[config.mk]
export PLATFORM = sky130hd
export DESIGN_NAME = multi_led_counted_blinker_top
export DESIGN_NICKNAME = d
export VERILOG_FILES = /design/src/hdl/mlcb_pkg.sv /design/src/hdl/mlcb_lane.sv /design/src/hdl/mlcb_merge.sv /design/src/hdl/multi_led_counted_blinker_top.sv
export VERILOG_INCLUDE_DIRS = /design/src /design/src/hdl
export SDC_FILE = /design/constraint.sdc
export NUM_CORES = 1
export LEC_CHECK = 0
export ABC_AREA = 1
export BUFFER_PORTS_ARGS = -buffer_cell sky130_fd_sc_hd__buf_2
export CAP_MARGIN = 20
export CORE_AREA = 2 2 194 120
export DETAILED_ROUTE_END_ITERATION = 7
export DIE_AREA = 0 0 196 122
export HOLD_SLACK_MARGIN = 0.02
export MAX_ROUTING_LAYER = met4
export PLACE_DENSITY_LB_ADDON = 0.25
export SLEW_MARGIN = 15
export SYNTH_ARGS = -nofsm -noshare
export SYNTH_HDL_FRONTEND = slang
export SYNTH_SLANG_ARGS = --single-unit
[constraint.sdc]
create_clock -name clock -period 4.1 [get_ports clock]
set_input_delay 0 -clock clock [delete_from_list [all_inputs] [get_ports clock]]
set_output_delay 0 -clock clock [all_outputs]
set_load 0.01 [all_outputs]
[src/hdl/multi_led_counted_blinker_top_macros.svh]
// Assertion macros shared by the LED blinker RTL.
// No dependencies; the files that check their own logic include this header.
`ifndef MULTI_LED_COUNTED_BLINKER_TOP_MACROS_SVH
`define MULTI_LED_COUNTED_BLINKER_TOP_MACROS_SVH

// Same-cycle implication, sampled on clock, off during reset.
`define MLCB_ASSERT(label, ante, cons, msg) \
   label: assert property (@(posedge clock) disable iff (reset) (ante) |-> (cons)) \
      else $error(msg);

// Next-cycle implication, sampled on clock, off during reset.
`define MLCB_ASSERT_NEXT(label, ante, cons, msg) \
   label: assert property (@(posedge clock) disable iff (reset) (ante) |=> (cons)) \
      else $error(msg);

`endif

[src/hdl/mlcb_pkg.sv]
// Shared types and constants for the counted LED blinker.
// No dependencies; used by every module in hdl.
package mlcb_pkg;

   localparam int KIND_W       = 2;
   localparam int MASK_W       = 5;
   localparam int CNT_W        = 8;
   localparam int PER_W        = 8;
   localparam int OUT_W        = 5;
   localparam int NUM_LEDS_DEF = 5;

   localparam logic [KIND_W-1:0] KIND_TICK  = 2'd0;
   localparam logic [KIND_W-1:0] KIND_BLINK = 2'd1;
   localparam logic [KIND_W-1:0] KIND_SET   = 2'd2;

   localparam logic [CNT_W-1:0] BLINK_FOREVER = 8'hFF;
   localparam logic [PER_W-1:0] RESET_PERIOD  = 8'd5;
   localparam logic [PER_W-1:0] PHASE_STEP    = 8'h01;

   // Command as seen by one lane: shared fields plus that lane's select bit.
   typedef struct packed {
      logic [KIND_W-1:0] kind;
      logic              sel;
      logic [CNT_W-1:0]  count;
      logic [PER_W-1:0]  period;
      logic              level;
   } lane_cmd_type;

   // Lane state after the request's update.
   typedef struct packed {
      logic level;
      logic active;
   } lane_status_type;

endpackage

[src/hdl/mlcb_lane.sv]
// One LED channel: level, blink count, half-period and phase counter.
// Depends on mlcb_pkg and the assertion macro header.
`include "multi_led_counted_blinker_top_macros.svh"

module mlcb_lane (
   input  logic                      clock,
   input  logic                      reset,
   input  logic                      accept,
   input  mlcb_pkg::lane_cmd_type    cmd,
   output mlcb_pkg::lane_status_type status
);
   import mlcb_pkg::*;

   logic             level_ff,  level_in;
   logic [CNT_W-1:0] count_ff,  count_in;
   logic [PER_W-1:0] period_ff, period_in;
   logic [PER_W-1:0] phase_ff,  phase_in;
   logic [PER_W-1:0] phase_inc;
   logic             active;

   always_comb begin
      level_in  = level_ff;
      count_in  = count_ff;
      period_in = period_ff;
      phase_in  = phase_ff;
      active    = (count_ff != '0) && (period_ff != '0);
      phase_inc = phase_ff + PHASE_STEP;
      case (cmd.kind)
         KIND_TICK: begin
            if (active) begin
               if (phase_inc >= period_ff) begin
                  level_in = ~level_ff;
                  phase_in = '0;
                  // falling back to off ends one blink
                  if (count_ff != BLINK_FOREVER && level_ff)
                     count_in = count_ff - CNT_W'(1);
               end else begin
                  phase_in = phase_inc;
               end
            end
         end
         KIND_BLINK: begin
            if (cmd.sel) begin
               level_in  = 1'b0;
               count_in  = cmd.count;
               period_in = cmd.period;
               phase_in  = '0;
            end
         end
         KIND_SET: begin
            if (cmd.sel) begin
               level_in = cmd.level;
               count_in = '0;
            end
         end
         default: ;
      endcase
      status.level  = level_in;
      status.active = (count_in != '0) && (period_in != '0);
   end

   always_ff @(posedge clock) begin
      if (reset) begin
         level_ff  <= 1'b0;
         count_ff  <= '0;
         period_ff <= RESET_PERIOD;
         phase_ff  <= '0;
      end else if (accept) begin
         level_ff  <= level_in;
         count_ff  <= count_in;
         period_ff <= period_in;
         phase_ff  <= phase_in;
      end
   end

   // phase never reaches the period, since it is cleared with every new period
   `MLCB_ASSERT(a_phase_below_period, 1'b1, (phase_ff == '0) || (phase_ff < period_ff), "phase counter passed half-period")
   `MLCB_ASSERT_NEXT(a_set_stops_blink, accept && cmd.kind == KIND_SET && cmd.sel, count_ff == '0, "set command left channel blinking")

endmodule

[src/hdl/mlcb_merge.sv]
// Gathers lane status into the response vectors; output register plus skid stage.
// Depends on mlcb_pkg and the assertion macro header.
`include "multi_led_counted_blinker_top_macros.svh"

module mlcb_merge #(
   parameter int NUM_LEDS = mlcb_pkg::NUM_LEDS_DEF
) (
   input  logic                        clock,
   input  logic                        reset,
   input  logic                        accept,
   input  mlcb_pkg::lane_status_type   status [NUM_LEDS],
   output logic                        req_stall,
   output logic                        rsp_valid,
   input  logic                        rsp_stall,
   output logic [mlcb_pkg::OUT_W-1:0]  rsp_led_on,
   output logic [mlcb_pkg::OUT_W-1:0]  rsp_blinking
);
   import mlcb_pkg::*;

   logic [OUT_W-1:0] on_vec;
   logic [OUT_W-1:0] blink_vec;
   logic             out_valid_ff;
   logic [OUT_W-1:0] out_on_ff, out_blink_ff;
   logic             skid_valid_ff;
   logic [OUT_W-1:0] skid_on_ff, skid_blink_ff;
   logic             out_take;

   // bits past NUM_LEDS read as zero; channels past the response width are not reported
   for (genvar b = 0; b < OUT_W; b++) begin : g_bit
      if (b < NUM_LEDS) begin : g_lane
         assign on_vec[b]    = status[b].level;
         assign blink_vec[b] = status[b].active;
      end else begin : g_zero
         assign on_vec[b]    = 1'b0;
         assign blink_vec[b] = 1'b0;
      end
   end

   assign out_take     = out_valid_ff && !rsp_stall;
   assign req_stall    = skid_valid_ff;
   assign rsp_valid    = out_valid_ff;
   assign rsp_led_on   = out_on_ff;
   assign rsp_blinking = out_blink_ff;

   always_ff @(posedge clock) begin
      if (reset) begin
         out_valid_ff  <= 1'b0;
         skid_valid_ff <= 1'b0;
      end else if (accept) begin
         if (!out_valid_ff || out_take) begin
            out_valid_ff <= 1'b1;
            out_on_ff    <= on_vec;
            out_blink_ff <= blink_vec;
         end else begin
            skid_valid_ff <= 1'b1;
            skid_on_ff    <= on_vec;
            skid_blink_ff <= blink_vec;
         end
      end else if (out_take) begin
         if (skid_valid_ff) begin
            out_on_ff     <= skid_on_ff;
            out_blink_ff  <= skid_blink_ff;
            skid_valid_ff <= 1'b0;
         end else begin
            out_valid_ff <= 1'b0;
         end
      end
   end

   `MLCB_ASSERT(a_skid_behind_out, skid_valid_ff, out_valid_ff, "skid holds a request with output empty")
   `MLCB_ASSERT_NEXT(a_stalled_fill_skid, accept && out_valid_ff && rsp_stall, skid_valid_ff, "request lost while output stalled")

endmodule

[src/hdl/multi_led_counted_blinker_top.sv]
// Counted LED blinker, top level: NUM_LEDS channel lanes and an output merge stage.
// A request's response is registered in the output register, or in the skid stage while rsp_stall holds the output.
// Throughput: one request per cycle while req_stall is low; each lane updates its channel at the edge of acceptance.
// Input stalls only when the output register and the skid stage are both full.
// Reset (synchronous, active high): all LEDs off, counts zero, half-periods five.
// Depends on mlcb_pkg, mlcb_lane and mlcb_merge.
module multi_led_counted_blinker_top #(
   parameter int NUM_LEDS = mlcb_pkg::NUM_LEDS_DEF
) (
   input  logic                        clock,
   input  logic                        reset,
   input  logic                        req_valid,
   output logic                        req_stall,
   input  logic [mlcb_pkg::KIND_W-1:0] req_kind,
   input  logic [mlcb_pkg::MASK_W-1:0] req_led_mask,
   input  logic [mlcb_pkg::CNT_W-1:0]  req_blink_count,
   input  logic [mlcb_pkg::PER_W-1:0]  req_blink_period,
   input  logic                        req_level,
   output logic                        rsp_valid,
   input  logic                        rsp_stall,
   output logic [mlcb_pkg::OUT_W-1:0]  rsp_led_on,
   output logic [mlcb_pkg::OUT_W-1:0]  rsp_blinking
);
   import mlcb_pkg::*;

   logic            req_accept;
   lane_cmd_type    lane_cmd    [NUM_LEDS];
   lane_status_type lane_status [NUM_LEDS];

   // A request updates every lane at the edge where it is taken.
   assign req_accept = req_valid && !req_stall;

   // Each lane sees the shared command fields plus its own mask bit;
   // lanes beyond the mask width are never selected and only tick.
   for (genvar i = 0; i < NUM_LEDS; i++) begin : g_lane
      if (i < MASK_W) begin : g_sel
         assign lane_cmd[i].sel = req_led_mask[i];
      end else begin : g_nosel
         assign lane_cmd[i].sel = 1'b0;
      end
      assign lane_cmd[i].kind   = req_kind;
      assign lane_cmd[i].count  = req_blink_count;
      assign lane_cmd[i].period = req_blink_period;
      assign lane_cmd[i].level  = req_level;

      mlcb_lane u_lane (
         .clock  (clock),
         .reset  (reset),
         .accept (req_accept),
         .cmd    (lane_cmd[i]),
         .status (lane_status[i])
      );
   end

   // Merge lane results into the response and buffer them against rsp_stall.
   mlcb_merge #(
      .NUM_LEDS (NUM_LEDS)
   ) u_merge (
      .clock        (clock),
      .reset        (reset),
      .accept       (req_accept),
      .status       (lane_status),
      .req_stall    (req_stall),
      .rsp_valid    (rsp_valid),
      .rsp_stall    (rsp_stall),
      .rsp_led_on   (rsp_led_on),
      .rsp_blinking (rsp_blinking)
   );

endmodule
**Word level (Yosys, flattened, before mapping)**

Cells that the tools add are included.

- Input port bits: 28
- Output and inout bits: 12
- Bits in registers: 147
- Logic and storage cells: 222

- Reduce and logical (&&, ||, !) cells: 54
- Eq/ne operators: 20
- Muxes and demuxes: 100
- Add/subtract/negate cells: 10
- Order comparisons: 5
- Bitwise operators: 7

Operators by type and width:

| cell | count |
|---|---|
| $mux 8 | 50 |
| $reduce_bool 8->1 | 20 |
| $pmux 8 s3 | 5 |
| $pmux 8 s2 | 5 |
| $add 8x1->8 const B | 5 |
| $ge 8x8->1 | 5 |
| $mux 5 | 8 |
| $ne 8x8->1 const B | 5 |
| $sub 8x1->8 const B | 5 |
| $mux 1 | 27 |
| $reduce_and 4->1 | 6 |
| $logic_and 1x1->1 | 17 |
| $pmux 1 s3 | 5 |
| $ne 2x2->1 const B | 7 |
| $ne 2x1->1 const B | 6 |
| $not 1->1 | 7 |
| $reduce_and 3->1 | 2 |
| $reduce_bool 2->1 | 3 |
| $logic_not 1->1 | 3 |
| $eq 2x1->1 const B | 1 |
| $eq 2x2->1 const B | 1 |
| $logic_not 2->1 | 1 |
| $reduce_and 2->1 | 1 |
| $logic_or 1x1->1 | 1 |

**Depth between registers and ports, before layout**

- Depth in word-level cells: 10
- Depth in mapped cells: 21
- Gate-level depth less buffers: 21

**Cells and area by module**

A second synthesis with hierarchy kept.

- Cell total of the unflattened synthesis: 1643
- Area total of the unflattened synthesis: 10920.5 um2

By module, submodules not included:

| module | instances | area each (um2) | cells each | seq. area each (um2) |
|---|---|---|---|---|
| mlcb_lane (g_lane[0].u_lane ...) | 4 | 2006.9 | 312 | 500.5 |
| mlcb_lane (g_lane[4].u_lane) | 1 | 2021.9 | 318 | 500.5 |
| mlcb_merge | 1 | 860.8 | 75 | 640.6 |
| multi_led_counted_blinker_top | 1 | 10.0 | 2 | 0.0 |

**Worst setup path after synthesis**

No wires, ideal clock.

- Path type: reg2reg
- From: register g_lane[2].u_lane.phase_ff[0]
- To: register u_merge.out_blink_ff[2] (netlist: u_merge.rsp_blinking[2]) (data pin)
- Clock period less this slack: 2.861 ns
- Arrival: 2.608 ns
- Cell stages (with the launch flop): 21
- Path buffers: 1
- Setup slack: 1.239 ns
- Required time: 3.846 ns
- Cells stage by stage: dfxtp_1 -> nand3_1 -> nand3b_1 -> nand3b_1 -> xor2_1 -> inv_1 -> ha_1 -> nand2_1 -> nor2_1 -> nand4_1 -> nand3_1 -> buf_2 -> nand4_1 -> nand3_1 -> nand2_1 -> nor2_1 -> nand2_1 -> nor2_1 -> nand2_1 -> nand3_1 -> nand2_1

- Cells in the longest elaborated chain, start to end: 9

RTL lines:

| element | RTL line | source |
|---|---|---|
| start, declared | mlcb_lane.sv:17 | `logic [PER_W-1:0] phase_ff, phase_in;` |
| start signal, assigned | mlcb_lane.sv:72 | `phase_ff <= phase_in;` |
| $add 8x1->8 | mlcb_lane.sv:27 | `phase_inc = phase_ff + PHASE_STEP;` |
| $ge 8x8->1 | mlcb_lane.sv:31 | `if (phase_inc >= period_ff) begin` |
| $mux 8 | mlcb_lane.sv:31 |  |
| $mux 8 | mlcb_lane.sv:30 | `if (active) begin` |
| $pmux 8 s3 | mlcb_lane.sv:28 | `case (cmd.kind)` |
| $reduce_bool 8->1 | mlcb_lane.sv:59 | `status.active = (count_in != '0) && (period_in != '0);` |
| $logic_and 1x1->1 | mlcb_lane.sv:59 |  |
| $mux 5 | mlcb_merge.sv:50 | `if (!out_valid_ff \|\| out_take) begin` |
| $mux 5 | mlcb_merge.sv:49 | `end else if (accept) begin` |
| end signal, assigned | mlcb_merge.sv:53 | `out_blink_ff <= blink_vec;` |
| end signal, assigned | mlcb_merge.sv:62 | `out_blink_ff <= skid_blink_ff;` |
| end, declared | mlcb_merge.sv:23 | `logic [OUT_W-1:0] out_on_ff, out_blink_ff;` |

No other way between the ends. The select of a mux whose other input is x is not followed.
A chain may end at the register's enable or synchronous reset.

**Worst setup path in the final report**

Same ends and word-level chain as after synthesis.

==> flow_metrics.tcl <==
set metrics [dict create \
    grt_overflow 0 \
    internal-power_mw 2.81 \
    yosysWarnings 0 \
    whs_endpoint "g_lane[1].u_lane.period_ff[2]$_SDFFE_PP1P_" \
    max_stage_delay_ns 0.47 \
    rr_endpoint "u_merge.rsp_blinking[2]$_DFFE_PP_" \
    cp-end-kind "register" \
    path_cells "nand3_1 -> nand3b_1 -> nand3b_1 -> xor2_1 -> inv_1 -> ha_1 -> a21o_1 -> nor2_1 -> nand3_1 -> nand3_1 -> nand2_1 -> nand3_1 -> nand2_1 -> nor2_1 -> nand2_1 -> nor2_1 -> nand2_1 -> nand3_1 -> nand2_1" \
    num_io_pins 40 \
    synth_cell_types 40 \
    portBuffers 39 \
    slew-limit-headroom 0.360 \
    grt_usage 0.265 \
    hpwl_mm 21.3 \
    timing.hold.worst.class "input port to register" \
    sw_frac_of_total 0.314 \
    power_frac_comb 0.202 \
    clkSinkCount 147 \
    dr_total_vias 10900 \
    async_reset_ff_frac 0 \
    synthTopCellsByCount "443 x nand2_1, 274 x inv_1, 149 x nor2_1, 127 x dfxtp_1, 118 x nand3_1" \
    fin_skew_ns 0.0117 \
    path_class "register to register" \
    tightest_slew_ns 0.960 \
    ys.flop_type "dfxtp_1" \
    start_kind "register" \
    dr.pass1.iters 6 \
    antenna_found_initial 3 \
    synthAdderAreaFrac 0.0691 \
    p_sw_mw 1.29 \
    path_max_fanout 17 \
    syn_inst 1705 \
    grt_pass1_vias 9379 \
    gp_congestion 0.928 \
    peakVddDrop_v 0.000293 \
    post_cts_buffers 0 \
    reg2reg_from "g_lane[2].u_lane.phase_ff[0]$_SDFFE_PP0P_" \
    whs_ns 0.0451 \
    seq_area_frac_synth 0.289 \
    rrSetupSlack_ns 0.64 \
    p_seq_frac 0.394 \
    synth_area_leaders "dfxtp_1 23%, nand2_1 15%, inv_1 9.5%" \
    hold_buffers 6 \
    ctsHtreeMaxLevel 4 \
    rows 43 \
    wire_per_inst_um 15.0 \
    cts.clk_slew.worst_paths_ns 0.06 \
    reg2reg_depth 19 \
    period_needed_ns 3.46 \
    synth-edff-count 20 \
    chipWidth_um 196 \
    root_buffer "clkbuf_16" \
    cts_tree "built" \
    synth_area_sq_um 10900 \
    fin_cells 2015 \
    final_max_slew_viol_count 0 \
    die_area_sq_um 23900 \
    drc 0 \
    slowest_stage "nand3_1" \
    synth_nets 1793 \
    maxCapViolCount 0 \
    hold_start "req_blink_period[2]" \
    ys_seq_elements 147 \
    grt_max_degree 94 \
    outcome "completed" \
    via_per_inst 5.41 \
    dp.cells 1974 \
    synth_xor_area_frac 0.0266 \
    leakage_nw 5.96 \
    finalHoldViolCount 0 \
    grt_pass1_wl_mm 48.6 \
    critical_path_required_ns 4.29 \
    synth_top_family_by_area "simple AND/OR/NAND/NOR gates" \
    drt-initial-drc-count 1186 \
    final-setup-viol-count 0 \
    yosysTopAreaCellShare 0.234 \
    cts_resized 0 \
    core-area_sq_um 22400 \
    drive_gt1_frac 0.0669 \
    power.density_nw_per_um2 347 \
    start_util 0.485 \
    avgSynthCellArea_sq_um 6.37 \
    fin_crit_sh 0.845 \
    cp.arrival_ns 3.66 \
    tns_ns 0 \
    yosys.area_share.simple 0.330 \
    cts.path.max_buffers 2 \
    synth_top_cell_by_area "dfxtp_1" \
    muxShareOfSynthArea 0 \
    yosysMostFrequentCell "nand2_1" \
    fin_nets 1795 \
    pwr-share-clk 0.405 \
    die_h_um 122 \
    synth-compound-area-share 0.154 \
    area.growth.synth_to_final_pct 8.83 \
    numCtsBuffers 17 \
    insertion_delay_ns 0.44 \
    timing.fmax_mhz 289 \
    rsz0062_at_grt "no" \
    finalWirelength_mm 30.2 \
    min_delay_path_depth 3 \
    antenna_left 0 \
]
[stage by stage]
step                setup WS, ns  cell area, sq um  power, mW   util
floorplan                   1.24             10900       2.25      -
global placement           0.792             11100       2.43  0.498
detailed placement         0.734             11100       2.45  0.498
CTS                        0.677             11800       4.11  0.528
global route               0.332             11800       4.31  0.528
finish                     0.637             11800       4.10  0.528
[per-layer routing]
metal / track usage / vias to the layer above / routed length (um)
met5: - / - / 0
met4: 0.0696 / 0 / 524
met1: 0.383 / 4847 / 14600
met2: 0.377 / 448 / 12400
met3: 0.0484 / 38 / 2660
li1: - / 5559 / -
[worst max-delay path by stage]
stage	endpoint	slack [ns]	startpoint
6_report	u_merge.rsp_blinking[2]$_DFFE_PP_	0.64	g_lane[2].u_lane.phase_ff[0]$_SDFFE_PP0P_
2_1_floorplan	u_merge.rsp_blinking[2]$_DFFE_PP_	1.24	g_lane[2].u_lane.phase_ff[0]$_SDFFE_PP0P_
3_3_place_gp	u_merge.rsp_blinking[2]$_DFFE_PP_	0.79	g_lane[2].u_lane.phase_ff[0]$_SDFFE_PP0P_
5_1_grt	u_merge.rsp_blinking[2]$_DFFE_PP_	0.33	g_lane[2].u_lane.phase_ff[0]$_SDFFE_PP0P_
4_1_cts	u_merge.rsp_blinking[2]$_DFFE_PP_	0.68	g_lane[2].u_lane.phase_ff[0]$_SDFFE_PP0P_
3_5_place_dp	u_merge.rsp_blinking[2]$_DFFE_PP_	0.73	g_lane[2].u_lane.phase_ff[0]$_SDFFE_PP0P_
[state kept, by name (all words and copies together) (netlist names)]
register / flops
u_merge.skid_blink_ff: 5
g_lane.u_lane.count_ff: 40
g_lane.u_lane.period_ff: 40
u_merge.skid_on_ff: 5
g_lane.u_lane.phase_ff: 40
g_lane.u_lane.level_ff: 5
u_merge.rsp_led_on: 5
u_merge.rsp_valid: 1
u_merge.rsp_blinking: 5
u_merge.req_stall: 1
[power by group through the flow]
stage | clock network (mW) | logic (mW) | registers, mW
floorplan | 0 | 0.626 | 1.62
global placement | 0 | 0.789 | 1.64
detailed placement | 0 | 0.804 | 1.64
CTS | 1.68 | 0.814 | 1.61
global route | 1.75 | 0.939 | 1.62
finish | 1.66 | 0.828 | 1.62
[worst max-delay path: cells and delay by family (launching register included)]
family	cells	cell delay [ns]
DFF	1	0.40
adders and majority gates	1	0.32
xor gates and xnor gates	1	0.16
AOI/OAI and AO/OA	1	0.18
buffers and inverters	1	0.08
and+or+nand+nor	15	2.09
[layout by cell type, fill, tap and decap left out, drive strengths merged]
cell and count:
o21ai 91, xnor2 6, nor4 6, a22oi 7, ha 60, edfxtp 20
a21oi 99, clkbuf 19, o211ai 41, bufinv 4, clkinv 9, a21o 1
nand2 446, nand3b 15, o21a 1, nor3 15, dlygate4sd3 6, a211oi 3
a21boi 4, o22ai 45, buf 47, nand3 118, nor2 164, dfxtp 127
xor2 27, clkinvlp 1, diode 3, inv 286, nand4 52
[kinds of logic after synthesis]
| logic type | count (synthesis) |
|---|---|
| and+or+nand+nor | 816 |
| buffers and inverters | 357 |
| AOI/OAI and AO/OA | 292 |
| DFF | 147 |
| adders and majority gates | 60 |
| xor gates and xnor gates | 33 |
[final cells by class]
class	instances	area, sq um
Multi-Input combinational cell	1201	6310
Fill cell	2249	10600
Sequential cell	147	3140
Antenna cell	3	7.51
Inverter	287	1080
Clock inverter	13	164
Clock buffer	19	443
Tap cell	292	365
Timing Repair Buffer	53	315
Note: power is estimated with default switching activity, not from simulation.
